$ cat src/hw/rtl/keyboard_scancode_translator_top_defines.svh
// Assertion helpers used by the translator RTL
`ifndef KEYBOARD_SCANCODE_TRANSLATOR_TOP_DEFINES_SVH
`define KEYBOARD_SCANCODE_TRANSLATOR_TOP_DEFINES_SVH

// Check a condition at every clock edge outside reset
`define KST_ASSERT(label, cond, msg) \
  label: assert property (@(posedge clk_i) disable iff (!rst_ni) (cond)) else $error(msg);

// Check that a trigger is followed by a condition on the next edge
`define KST_ASSERT_NEXT(label, pre, post, msg) \
  label: assert property (@(posedge clk_i) disable iff (!rst_ni) (pre) |=> (post)) \
    else $error(msg);

`endif

$ cat src/hw/rtl/kst_pkg.sv
package kst_pkg;

  localparam int unsigned KST_CMD_QUEUE_DEPTH = 32;

  // Keyboard command and reply bytes
  localparam logic [7:0] KB_CMD_LED = 8'hED;
  localparam logic [7:0] KB_ACK     = 8'hFA;
  localparam logic [7:0] KB_RESEND  = 8'hFE;

  // Scan codes with a special meaning
  localparam logic [7:0] SC_BKSP       = 8'h0E;
  localparam logic [7:0] SC_ENTER      = 8'h1C;
  localparam logic [7:0] SC_TAB        = 8'h0F;
  localparam logic [7:0] SC_KEY_C      = 8'h2E;
  localparam logic [7:0] SC_KEY_T      = 8'h14;
  localparam logic [7:0] SC_LSHIFT     = 8'h2A;
  localparam logic [7:0] SC_RSHIFT     = 8'h36;
  localparam logic [7:0] SC_LSHIFT_BRK = 8'hAA;
  localparam logic [7:0] SC_RSHIFT_BRK = 8'hB6;
  localparam logic [7:0] SC_LCTRL      = 8'h1D;
  localparam logic [7:0] SC_LCTRL_BRK  = 8'h9D;
  localparam logic [7:0] SC_LALT       = 8'h38;
  localparam logic [7:0] SC_LALT_BRK   = 8'hB8;
  localparam logic [7:0] SC_CAPS       = 8'h3A;
  localparam logic [7:0] SC_NUM        = 8'h45;
  localparam logic [7:0] SC_SCROLL     = 8'h46;

  localparam logic [7:0] ASCII_BS = 8'h08;
  localparam logic [7:0] ASCII_LF = 8'h0A;

  // Hotkey event codes
  localparam logic [7:0] HOT_TAB    = 8'd0;
  localparam logic [7:0] HOT_BREAK  = 8'd1;
  localparam logic [7:0] HOT_NEWCON = 8'd2;

  // LED bits
  localparam logic [2:0] LED_CAPS   = 3'b100;
  localparam logic [2:0] LED_NUM    = 3'b010;
  localparam logic [2:0] LED_SCROLL = 3'b001;

  typedef enum logic [1:0] {
    KIND_CHAR   = 2'd0,
    KIND_CMD    = 2'd1,
    KIND_HOTKEY = 2'd2
  } kind_e;

  // Work handed from the classifier to the output side
  typedef struct packed {
    logic       has_first;
    kind_e      first_kind;
    logic [7:0] first_value;
    logic       has_send;
    logic [7:0] send_value;
  } job_t;

  // Unshifted key table
  function automatic logic [7:0] plain_map(input logic [6:0] code);
    logic [7:0] c;
    c = 8'h00;
    unique case (code)
      7'h02: c = 8'h31; 7'h03: c = 8'h32; 7'h04: c = 8'h33; 7'h05: c = 8'h34;
      7'h06: c = 8'h35; 7'h07: c = 8'h36; 7'h08: c = 8'h37; 7'h09: c = 8'h38;
      7'h0A: c = 8'h39; 7'h0B: c = 8'h30; 7'h0C: c = 8'h2D; 7'h0D: c = 8'h3D;
      7'h10: c = 8'h51; 7'h11: c = 8'h57; 7'h12: c = 8'h45; 7'h13: c = 8'h52;
      7'h14: c = 8'h54; 7'h15: c = 8'h59; 7'h16: c = 8'h55; 7'h17: c = 8'h49;
      7'h18: c = 8'h4F; 7'h19: c = 8'h50; 7'h1A: c = 8'h5B; 7'h1B: c = 8'h5D;
      7'h1E: c = 8'h41; 7'h1F: c = 8'h53;
      7'h20: c = 8'h44; 7'h21: c = 8'h46; 7'h22: c = 8'h47; 7'h23: c = 8'h48;
      7'h24: c = 8'h4A; 7'h25: c = 8'h4B; 7'h26: c = 8'h4C; 7'h27: c = 8'h3B;
      7'h28: c = 8'h27; 7'h29: c = 8'h60; 7'h2B: c = 8'h5C; 7'h2C: c = 8'h5A;
      7'h2D: c = 8'h58; 7'h2E: c = 8'h43; 7'h2F: c = 8'h56;
      7'h30: c = 8'h42; 7'h31: c = 8'h4E; 7'h32: c = 8'h4D; 7'h33: c = 8'h2C;
      7'h34: c = 8'h2E; 7'h35: c = 8'h2F; 7'h37: c = 8'h2A; 7'h39: c = 8'h20;
      7'h47: c = 8'h37; 7'h48: c = 8'h38; 7'h49: c = 8'h39; 7'h4A: c = 8'h2D;
      7'h4B: c = 8'h34; 7'h4C: c = 8'h35; 7'h4D: c = 8'h36; 7'h4E: c = 8'h2B;
      7'h4F: c = 8'h31;
      7'h50: c = 8'h32; 7'h51: c = 8'h33; 7'h52: c = 8'h30; 7'h53: c = 8'h2E;
      7'h73: c = 8'h5C; 7'h7D: c = 8'h5C;
      default: c = 8'h00;
    endcase
    return c;
  endfunction

  // Shifted key table: differs from the plain one on the number row and symbol keys only
  function automatic logic [7:0] shift_map(input logic [6:0] code);
    logic [7:0] c;
    c = plain_map(code);
    unique case (code)
      7'h02: c = 8'h21; 7'h03: c = 8'h40; 7'h04: c = 8'h23; 7'h05: c = 8'h24;
      7'h06: c = 8'h25; 7'h07: c = 8'h5E; 7'h08: c = 8'h26; 7'h09: c = 8'h2A;
      7'h0A: c = 8'h28; 7'h0B: c = 8'h29; 7'h0C: c = 8'h5F; 7'h0D: c = 8'h2B;
      7'h1A: c = 8'h7B; 7'h1B: c = 8'h7D;
      7'h27: c = 8'h3A; 7'h28: c = 8'h22; 7'h29: c = 8'h7E; 7'h2B: c = 8'h7C;
      7'h33: c = 8'h3C; 7'h34: c = 8'h3E; 7'h35: c = 8'h3F;
      7'h73: c = 8'h5F; 7'h7D: c = 8'h7C;
      default: ;
    endcase
    return c;
  endfunction

endpackage

$ cat src/hw/rtl/kst_ram.sv
module kst_ram #(
  parameter int unsigned WIDTH = 8,
  parameter int unsigned DEPTH = 32,
  localparam int unsigned AW = (DEPTH > 1) ? $clog2(DEPTH) : 1
) (
  input  logic             clk_i,
  input  logic             we_i,
  input  logic [AW-1:0]    waddr_i,
  input  logic [WIDTH-1:0] wdata_i,
  input  logic [AW-1:0]    raddr_i,
  output logic [WIDTH-1:0] rdata_o
);

  logic [WIDTH-1:0] mem_q [DEPTH];
  logic [WIDTH-1:0] rdata_q;

  // Write port, and registered read returning the old contents
  always_ff @(posedge clk_i) begin
    if (we_i) begin
      mem_q[waddr_i] <= wdata_i;
    end
    rdata_q <= mem_q[raddr_i];
  end

  assign rdata_o = rdata_q;

endmodule

$ cat src/hw/rtl/kst_front.sv
`include "keyboard_scancode_translator_top_defines.svh"

module kst_front import kst_pkg::*; #(
  parameter int unsigned CMD_QUEUE_DEPTH = KST_CMD_QUEUE_DEPTH,
  localparam int unsigned PTR_W = $clog2(CMD_QUEUE_DEPTH),
  localparam int unsigned CNT_W = $clog2(CMD_QUEUE_DEPTH + 1)
) (
  input  logic       clk_i,
  input  logic       rst_ni,
  input  logic       cfg_we_i,
  input  logic [2:0] cfg_wdata_i,
  input  logic       in_valid_i,
  input  logic [7:0] scancode_i,
  output logic       in_ready_o,
  output logic       job_valid_o,
  output job_t       job_o,
  input  logic       job_ready_i
);

  localparam logic [1:0] ST_INIT0 = 2'd0;
  localparam logic [1:0] ST_INIT1 = 2'd1;
  localparam logic [1:0] ST_RUN   = 2'd2;
  localparam logic [1:0] ST_LED   = 2'd3;

  localparam logic [PTR_W-1:0] PTR_LAST = PTR_W'(CMD_QUEUE_DEPTH - 1);

  function automatic logic [PTR_W-1:0] ptr_inc(input logic [PTR_W-1:0] p);
    return (p == PTR_LAST) ? '0 : p + PTR_W'(1);
  endfunction

  logic [1:0]       state_q, state_d;
  logic [1:0]       shift_q, shift_d;
  logic             ctrl_q, ctrl_d;
  logic             alt_q, alt_d;
  logic [2:0]       leds_q, leds_d;
  logic             await_q, await_d;
  logic [7:0]       pending_q, pending_d;
  logic [PTR_W-1:0] head_q, head_d;
  logic [PTR_W-1:0] tail_q, tail_d;
  logic [CNT_W-1:0] count_q, count_d;
  logic [2:0]       led_val_q, led_val_d;

  logic             wr_en;
  logic [PTR_W-1:0] wr_addr;
  logic [7:0]       wr_data;
  logic             wr_en_q;
  logic [PTR_W-1:0] wr_addr_q;
  logic [7:0]       wr_data_q;
  logic [7:0]       rd_data;

  logic       accept;
  logic       shifted;
  logic [7:0] c_raw;
  logic [7:0] c_char;
  logic       char_ok;
  logic       has_first;
  kind_e      first_kind;
  logic [7:0] first_value;
  logic [2:0] toggle_mask;
  logic       toggle;
  logic [2:0] leds_new;
  logic       await_mid;
  logic       push0, push1;
  logic       send;
  logic [7:0] head_byte;

  assign in_ready_o = (state_q == ST_RUN) && job_ready_i;
  assign accept     = in_valid_i && in_ready_o;

  // Look up the character and fold in caps lock
  always_comb begin
    shifted = (shift_q != 2'b00);
    c_raw   = shifted ? shift_map(scancode_i[6:0]) : plain_map(scancode_i[6:0]);
    c_char  = c_raw;
    if ((c_raw >= 8'h41) && (c_raw <= 8'h5A) && (leds_q[2] == shifted)) begin
      c_char = c_raw + 8'h20;
    end
    char_ok = !scancode_i[7] && (c_char != 8'h00) && !ctrl_q && !alt_q;
  end

  // Classify the byte: first result, modifier and LED changes, ack and resend
  always_comb begin
    has_first   = char_ok;
    first_kind  = KIND_CHAR;
    first_value = c_char;
    toggle_mask = 3'b000;
    shift_d     = shift_q;
    ctrl_d      = ctrl_q;
    alt_d       = alt_q;
    await_mid   = await_q;
    unique case (scancode_i)
      SC_BKSP: begin
        has_first   = 1'b1;
        first_value = ASCII_BS;
      end
      SC_ENTER: begin
        has_first   = 1'b1;
        first_value = ASCII_LF;
      end
      SC_TAB: begin
        has_first   = 1'b1;
        first_kind  = KIND_HOTKEY;
        first_value = HOT_TAB;
      end
      SC_KEY_C: begin
        if (ctrl_q) begin
          has_first   = 1'b1;
          first_kind  = KIND_HOTKEY;
          first_value = HOT_BREAK;
        end
      end
      SC_KEY_T: begin
        if (ctrl_q) begin
          has_first   = 1'b1;
          first_kind  = KIND_HOTKEY;
          first_value = HOT_NEWCON;
        end
      end
      SC_LSHIFT:     shift_d = shift_q | 2'b01;
      SC_RSHIFT:     shift_d = shift_q | 2'b10;
      SC_LSHIFT_BRK: shift_d = shift_q & 2'b10;
      SC_RSHIFT_BRK: shift_d = shift_q & 2'b01;
      SC_LCTRL:      ctrl_d = 1'b1;
      SC_LCTRL_BRK:  ctrl_d = 1'b0;
      SC_LALT:       alt_d = 1'b1;
      SC_LALT_BRK:   alt_d = 1'b0;
      SC_CAPS:       toggle_mask = LED_CAPS;
      SC_NUM:        toggle_mask = LED_NUM;
      SC_SCROLL:     toggle_mask = LED_SCROLL;
      KB_ACK:        await_mid = 1'b0;
      KB_RESEND: begin
        if (await_q) begin
          has_first   = 1'b1;
          first_kind  = KIND_CMD;
          first_value = pending_q;
        end
      end
      default: ;
    endcase
  end

  // Queue pushes, send decision and the byte at the queue head
  always_comb begin
    toggle    = (toggle_mask != 3'b000);
    leds_new  = leds_q ^ toggle_mask;
    push0     = toggle && (count_q < CNT_W'(CMD_QUEUE_DEPTH));
    push1     = toggle && (count_q < CNT_W'(CMD_QUEUE_DEPTH - 1));
    send      = !await_mid && ((count_q != '0) || toggle);
    if (count_q == '0) begin
      head_byte = KB_CMD_LED;
    end else if (wr_en_q && (wr_addr_q == head_q)) begin
      head_byte = wr_data_q;
    end else begin
      head_byte = rd_data;
    end
  end

  // Next state of the command path
  always_comb begin
    state_d   = state_q;
    leds_d    = leds_q;
    await_d   = await_q;
    pending_d = pending_q;
    head_d    = head_q;
    tail_d    = tail_q;
    count_d   = count_q;
    led_val_d = led_val_q;
    wr_en     = 1'b0;
    wr_addr   = tail_q;
    wr_data   = KB_CMD_LED;
    if (cfg_we_i) begin
      // Restart the command path with the LED command queued
      state_d   = ST_INIT0;
      leds_d    = cfg_wdata_i;
      await_d   = 1'b0;
      pending_d = 8'h00;
      head_d    = '0;
      tail_d    = PTR_W'(2);
      count_d   = CNT_W'(2);
    end else begin
      unique case (state_q)
        ST_INIT0: begin
          wr_en   = 1'b1;
          wr_addr = '0;
          wr_data = KB_CMD_LED;
          state_d = ST_INIT1;
        end
        ST_INIT1: begin
          wr_en   = 1'b1;
          wr_addr = PTR_W'(1);
          wr_data = {5'b00000, leds_q};
          state_d = ST_RUN;
        end
        ST_RUN: begin
          if (accept) begin
            leds_d = leds_new;
            if (push0) begin
              wr_en  = 1'b1;
              tail_d = ptr_inc(tail_q);
            end
            if (push1) begin
              led_val_d = leds_new;
              state_d   = ST_LED;
            end
            if (send) begin
              head_d    = ptr_inc(head_q);
              pending_d = head_byte;
              await_d   = 1'b1;
            end else begin
              await_d = await_mid;
            end
            count_d = count_q + CNT_W'(push0) + CNT_W'(push1) - CNT_W'(send);
          end
        end
        ST_LED: begin
          // Write the LED byte that follows the command
          wr_en   = 1'b1;
          wr_data = {5'b00000, led_val_q};
          tail_d  = ptr_inc(tail_q);
          state_d = ST_RUN;
        end
        default: state_d = ST_INIT0;
      endcase
    end
  end

  always_ff @(posedge clk_i or negedge rst_ni) begin
    if (!rst_ni) begin
      state_q   <= ST_INIT0;
      shift_q   <= 2'b00;
      ctrl_q    <= 1'b0;
      alt_q     <= 1'b0;
      leds_q    <= 3'b000;
      await_q   <= 1'b0;
      pending_q <= 8'h00;
      head_q    <= '0;
      tail_q    <= PTR_W'(2);
      count_q   <= CNT_W'(2);
      wr_en_q   <= 1'b0;
    end else begin
      state_q   <= state_d;
      leds_q    <= leds_d;
      await_q   <= await_d;
      pending_q <= pending_d;
      head_q    <= head_d;
      tail_q    <= tail_d;
      count_q   <= count_d;
      wr_en_q   <= wr_en;
      if (accept) begin
        shift_q <= shift_d;
        ctrl_q  <= ctrl_d;
        alt_q   <= alt_d;
      end
    end
  end

  // Hold the last write for bypass onto the head read, and the LED byte
  always_ff @(posedge clk_i) begin
    wr_addr_q <= wr_addr;
    wr_data_q <= wr_data;
    led_val_q <= led_val_d;
  end

  kst_ram #(
    .WIDTH (8),
    .DEPTH (CMD_QUEUE_DEPTH)
  ) u_cmd_ram (
    .clk_i   (clk_i),
    .we_i    (wr_en),
    .waddr_i (wr_addr),
    .wdata_i (wr_data),
    .raddr_i (head_d),
    .rdata_o (rd_data)
  );

  assign job_valid_o       = accept && (has_first || send);
  assign job_o.has_first   = has_first;
  assign job_o.first_kind  = first_kind;
  assign job_o.first_value = first_value;
  assign job_o.has_send    = send;
  assign job_o.send_value  = head_byte;

  `KST_ASSERT(a_count_bound, count_q <= CNT_W'(CMD_QUEUE_DEPTH), "command queue overfilled")
  `KST_ASSERT_NEXT(a_send_awaits, accept && send && !cfg_we_i, await_q, "send left no ack wait")
  `KST_ASSERT(a_empty_ptrs, !((state_q == ST_RUN) && (count_q == '0)) || (head_q == tail_q),
              "empty queue with unequal pointers")
  `KST_ASSERT_NEXT(a_led_push, accept && push1 && !cfg_we_i, state_q == ST_LED,
                   "second LED push not scheduled")

endmodule

$ cat src/hw/rtl/kst_back.sv
module kst_back import kst_pkg::*; (
  input  logic       clk_i,
  input  logic       rst_ni,
  input  logic       job_valid_i,
  input  job_t       job_i,
  output logic       job_ready_o,
  output logic       empty,
  input  logic       pop,
  output logic [1:0] kind_o,
  output logic [7:0] value_o,
  output logic       last_o
);

  job_t       jobs_q [2];
  logic       wp_q, rp_q;
  logic [1:0] cnt_q;
  logic       sub_q;
  job_t       head;
  logic       show_send;
  logic       enq, deq, take;

  assign job_ready_o = (cnt_q != 2'd2);
  assign enq         = job_valid_i && job_ready_o;
  assign empty       = (cnt_q == 2'd0);
  assign head        = jobs_q[rp_q];

  // Present the first result of the oldest job, then its command byte
  assign show_send = sub_q || !head.has_first;
  assign kind_o    = show_send ? KIND_CMD : head.first_kind;
  assign value_o   = show_send ? head.send_value : head.first_value;
  assign last_o    = show_send || !head.has_send;

  assign take = pop && !empty;
  assign deq  = take && last_o;

  always_ff @(posedge clk_i or negedge rst_ni) begin
    if (!rst_ni) begin
      wp_q  <= 1'b0;
      rp_q  <= 1'b0;
      cnt_q <= 2'd0;
      sub_q <= 1'b0;
    end else begin
      if (enq) begin
        wp_q <= ~wp_q;
      end
      if (deq) begin
        rp_q <= ~rp_q;
      end
      if (take) begin
        sub_q <= !last_o;
      end
      cnt_q <= cnt_q + {1'b0, enq} - {1'b0, deq};
    end
  end

  // Store the job payload
  always_ff @(posedge clk_i) begin
    if (enq) begin
      jobs_q[wp_q] <= job_i;
    end
  end

endmodule

$ cat src/hw/rtl/keyboard_scancode_translator_top.sv
// The results of an accepted byte are held in a two-entry job queue before the result ports.
// One byte is accepted per cycle while full is low; a lock key that queues two command
// bytes holds full high for the second write through the single command RAM port.
// Results leave one per cycle while pop is high; a byte with two results is popped twice.
// Reset (and each cfg_we_i write): the ST_INIT0 and ST_INIT1 states load 0xED and the LED
// byte into the command RAM while full is held high.
module keyboard_scancode_translator_top import kst_pkg::*; #(
  parameter int unsigned CMD_QUEUE_DEPTH = KST_CMD_QUEUE_DEPTH
) (
  input  logic       clk_i,
  input  logic       rst_ni,
  input  logic       cfg_we_i,
  input  logic [2:0] cfg_wdata_i,
  input  logic       push,
  output logic       full,
  input  logic [7:0] scancode_i,
  output logic       empty,
  input  logic       pop,
  output logic [1:0] kind_o,
  output logic [7:0] value_o,
  output logic       last_o
);

  logic in_ready;
  logic job_valid;
  logic job_ready;
  job_t job;

  assign full = !in_ready;

  kst_front #(
    .CMD_QUEUE_DEPTH (CMD_QUEUE_DEPTH)
  ) u_front (
    .clk_i       (clk_i),
    .rst_ni      (rst_ni),
    .cfg_we_i    (cfg_we_i),
    .cfg_wdata_i (cfg_wdata_i),
    .in_valid_i  (push),
    .scancode_i  (scancode_i),
    .in_ready_o  (in_ready),
    .job_valid_o (job_valid),
    .job_o       (job),
    .job_ready_i (job_ready)
  );

  kst_back u_back (
    .clk_i       (clk_i),
    .rst_ni      (rst_ni),
    .job_valid_i (job_valid),
    .job_i       (job),
    .job_ready_o (job_ready),
    .empty       (empty),
    .pop         (pop),
    .kind_o      (kind_o),
    .value_o     (value_o),
    .last_o      (last_o)
  );

endmodule
$ cat config.mk
export PLATFORM = sky130hd
export DESIGN_NAME = keyboard_scancode_translator_top
export DESIGN_NICKNAME = d
export VERILOG_FILES = /design/src/hw/rtl/kst_pkg.sv /design/src/hw/rtl/kst_ram.sv /design/src/hw/rtl/kst_front.sv /design/src/hw/rtl/kst_back.sv /design/src/hw/rtl/keyboard_scancode_translator_top.sv
export VERILOG_INCLUDE_DIRS = /design/src /design/src/hw/rtl
export SDC_FILE = /design/constraint.sdc
export NUM_CORES = 1
export LEC_CHECK = 0
export ABC_AREA = 0
export BUFFER_PORTS_ARGS = -buffer_cell sky130_fd_sc_hd__buf_2
export CORE_ASPECT_RATIO = 1.25
export CORE_MARGIN = 1
export CORE_UTILIZATION = 45
export DETAILED_ROUTE_END_ITERATION = 10
export HOLD_SLACK_MARGIN = 0.03
export PLACE_DENSITY = 0.72
export SLEW_MARGIN = 20
export SYNTH_ARGS = -nofsm -noshare
export SYNTH_HDL_FRONTEND = slang
export SYNTH_SLANG_ARGS = --single-unit
$ cat constraint.sdc
create_clock -name clk_i -period 4.75 [get_ports clk_i]
set_input_delay 0.7125 -clock clk_i [delete_from_list [all_inputs] [get_ports clk_i]]
set_output_delay 0.7125 -clock clk_i [all_outputs]
set_load 0.01 [all_outputs]
==> metrics <==
Synth Warn # 0; GP Congestion 0.9080; Placeable Area 24580 sq um; DP Cell Count roughly 1.3k; Mapped Cells 1005; clk buf depth 3; largest net degree at the start of global routing between 40 and 50; DRT Pass-1 Iters 5; Worst EP required 5.19 ns; Setup CP Type in2reg; TritonCTS clock tree yes; r2r startpoint u_front.count_q[2]; num rows 64; Final period util 87.46%; ant diodes 0; async set-reset flop share out of synthesis 16.98%; top achievable clock speed 240.7 MHz; wirelength, routed 27480 microns; RSZ-0062 raised after global routing false; final slew viol count 0; power consumption between 4000 and 5000 uW; layout cell share with drive strength beyond 1 between 15 and 20%; Clock Sinks 212; 1st-iter DRT viols 663; skew final around 0.014 ns; I/O Pins 29; Finished Layout Cells 1391; Worst path max stage delay 0.62 ns; Syn Std Cell Area 11290 sq um; vias in the first global route about 8.1k; worst r2r path cells 13; clk root buf clkbuf_16; die width 143.7 microns; Port Buffers 28; Max H-tree Level 1; final setup fails 0; number of flops mapped to enable cells by yosys between 150 and 200; most frequent cells in the layout edfxtp_1 (163), nand2_1 (111), nor2_1 (84); nets 1088; total global-route track usage 21.92%; CP Capture Type register; Worst Hold Class in2async; outcome complete, no violations; final worst path period need around 4.2 ns; MaxCap Viol Count 0; Reg2Reg Setup Slack about 1.1 ns; Worst Setup Start Kind primary input; DRC violations left 0; Netlist cell types 86; post-synthesis net count 1050; post-CTS setup buffer count 0; setup_tns 0 ns; Area contributors post-synth edfxtp_1 (43%), dfrtp_1 (7.5%), mux2i_1 (6.1%); Overflow after GRT 0; area share of the largest cell type after synthesis 43.37%; Yosys reg bits 212; Cell Chain, Critical Path buf_2 > inv_1 > ha_1 > and3b_1 > a21oi_1 > o21ai_0 > a2111oi_0 > mux2i_1 > or3_4 > o31ai_1 > buf_4 > a21oi_1 > ha_1 > xnor2_1 > xnor2_1; Die Span Y between 150 and 200 microns; worst-margin pin slew 0.9323 ns; Worst slew margin between 30 and 40%; Post-CTS Hold Buffers 0; Clock Latency Late Sink 0.52 ns; WL/cell 19.76 microns; Max VDD drop 0.0002632 V; area delta synth->final 12.14%; worst hold slack 0.3028 ns; CTS Buf Count 24; Vias/cell 5.886; via count approximately 8.2k; Yosys top cell by area edfxtp_1; Synth Flop Type edfxtp_1; commonest non-fill, non-tap cell in the layout edfxtp_1; CP max-delay cell a2111oi_0; Arr. time, crit path 4.59 ns; Initial Util 45.91%; Clock transition at path regs 0.07 ns; Seq/Total Area, Yosys between 50% and 60%; reg-to-reg endpoint u_front.u_cmd_ram.rdata_o[2]; Lkg Pwr 0.004493 uW; initial antenna violation count 0; first-pass GRT wire length 43350 microns; worst-path fanout max 15; die area 25720 sq um; dpl hpwl 19290 microns; FILL cells 2178; syn avg cell area 11.23 sq um; post-CTS sizing 0; PD cells 363.2 nW/um^2; Post-DRT Antenna Nets 0; Hold Fails Final Rpt 0
[cells in the mapped netlist, types with 6 or more instances]
| library cell | number |
|---|---|
| nand2b_1 | 20 |
| nand3b_1 | 9 |
| dfrtp_1 | 34 |
| o211ai_1 | 7 |
| inv_1 | 33 |
| buf_2 | 16 |
| mux2i_1 | 69 |
| xor2_1 | 8 |
| a32oi_1 | 18 |
| mux4_2 | 8 |
| xnor2_1 | 11 |
| dfxtp_1 | 13 |
| clkbuf_1 | 29 |
| and3_1 | 7 |
| o21ai_0 | 37 |
| a31oi_1 | 9 |
| or3_1 | 12 |
| mux2_2 | 11 |
| edfxtp_1 | 163 |
| nor2b_1 | 14 |
| nor4_1 | 8 |
| nor3_1 | 19 |
| a21oi_1 | 52 |
| nand2_1 | 111 |
| buf_1 | 6 |
| ha_1 | 27 |
| nand4_1 | 10 |
| nor2_1 | 85 |
| nor3b_1 | 9 |
| nand3_1 | 18 |
| a211oi_1 | 12 |
[sequential cells by signal, summed over array words and instances (netlist names), 4 cells and up]
register and cells:
u_front.u_cmd_ram.mem_q 128, u_back.jobs_q 32, u_front.count_q 6, u_front.head_q 5
u_front.tail_q 5, u_front.wr_addr_q 5, u_front.pending_q 4, u_front.u_cmd_ram.rdata_o 4
u_front.wr_data_q 4
[power breakdown]
| group | internal (uW) | total (uW) | switching [uW] |
|---|---|---|---|
| Sequential | 2070 | 2150 | 80.3 |
| Clock | 1010 | 1750 | 736 |
| Combinational | 297 | 697 | 400 |
| Total | 3380 | 4600 | 1220 |
[worst max-delay path by stage]
| stage | start | end | depth (start not counted) |
|---|---|---|---|
| 6_report | scancode_i[1] | u_back.cnt_q[1] | 15 |
| 5_1_grt | scancode_i[1] | u_back.jobs_q[0][1] | 17 |
| 4_1_cts | scancode_i[1] | u_back.cnt_q[1] | 15 |
| 3_5_place_dp | scancode_i[1] | u_back.cnt_q[1] | 15 |
| 3_3_place_gp | scancode_i[1] | u_back.cnt_q[1] | 15 |
| 2_1_floorplan | scancode_i[1] | u_back.jobs_q[0][0] | 15 |
[per-stage QoR]
step	util [%]	cell area [sq um]	setup slack, ns
floorplan	-	11300	-0.007070
global placement	48.44	11910	0.1577
detailed placement	48.44	11910	0.1049
CTS	51.49	12660	0.6415
global route	51.49	12660	0.3602
finish	51.49	12660	0.5955
[layer usage]
| metal | routed length [microns] | vias to the layer above | track usage [%] |
|---|---|---|---|
| li1 | - | 3827 | - |
| met1 | 11270 | 4037 | 26.92 |
| met2 | 13930 | 258 | 38.65 |
| met3 | 1278 | 66 | 2.938 |
| met4 | 1005 | 0 | 8.865 |
| met5 | 0 | - | 0 |
[cells by family (layout without fill, tap and decap cells)]
family          count (synthesis)  after routing  synth area share (%)
compound gates                205            205                 12.99
xor+xnor                       19             19                 1.474
fa+ha+maj                      29             29                 3.348
buf+inv                        94            150                 3.713
flops                         212            212                 53.67
mux                            88             88                 8.813
simple gates                  358            358                 15.98
[worst max-delay path, delay by kind of cell]
family          cells  cell delay (ns)
compound gates      5             1.30
simple gates        2             0.71
mux                 1             0.35
xor+xnor            2             0.31
fa+ha+maj           2             0.58
buf+inv             3             0.64
[cell type report]
class | count | area, sq um | area share (%)
Multi-Input combinational cell | 699 | 4840 | 38.24
Tap cell | 330 | 412.9 | 3.262
Inverter | 34 | 127.6 | 1.008
Timing Repair Buffer | 72 | 470.5 | 3.717
Clock buffer | 32 | 640.6 | 5.061
Clock inverter | 12 | 107.6 | 0.8501
Sequential cell | 212 | 6058 | 47.86
Power figures use the tool's default switching activity.
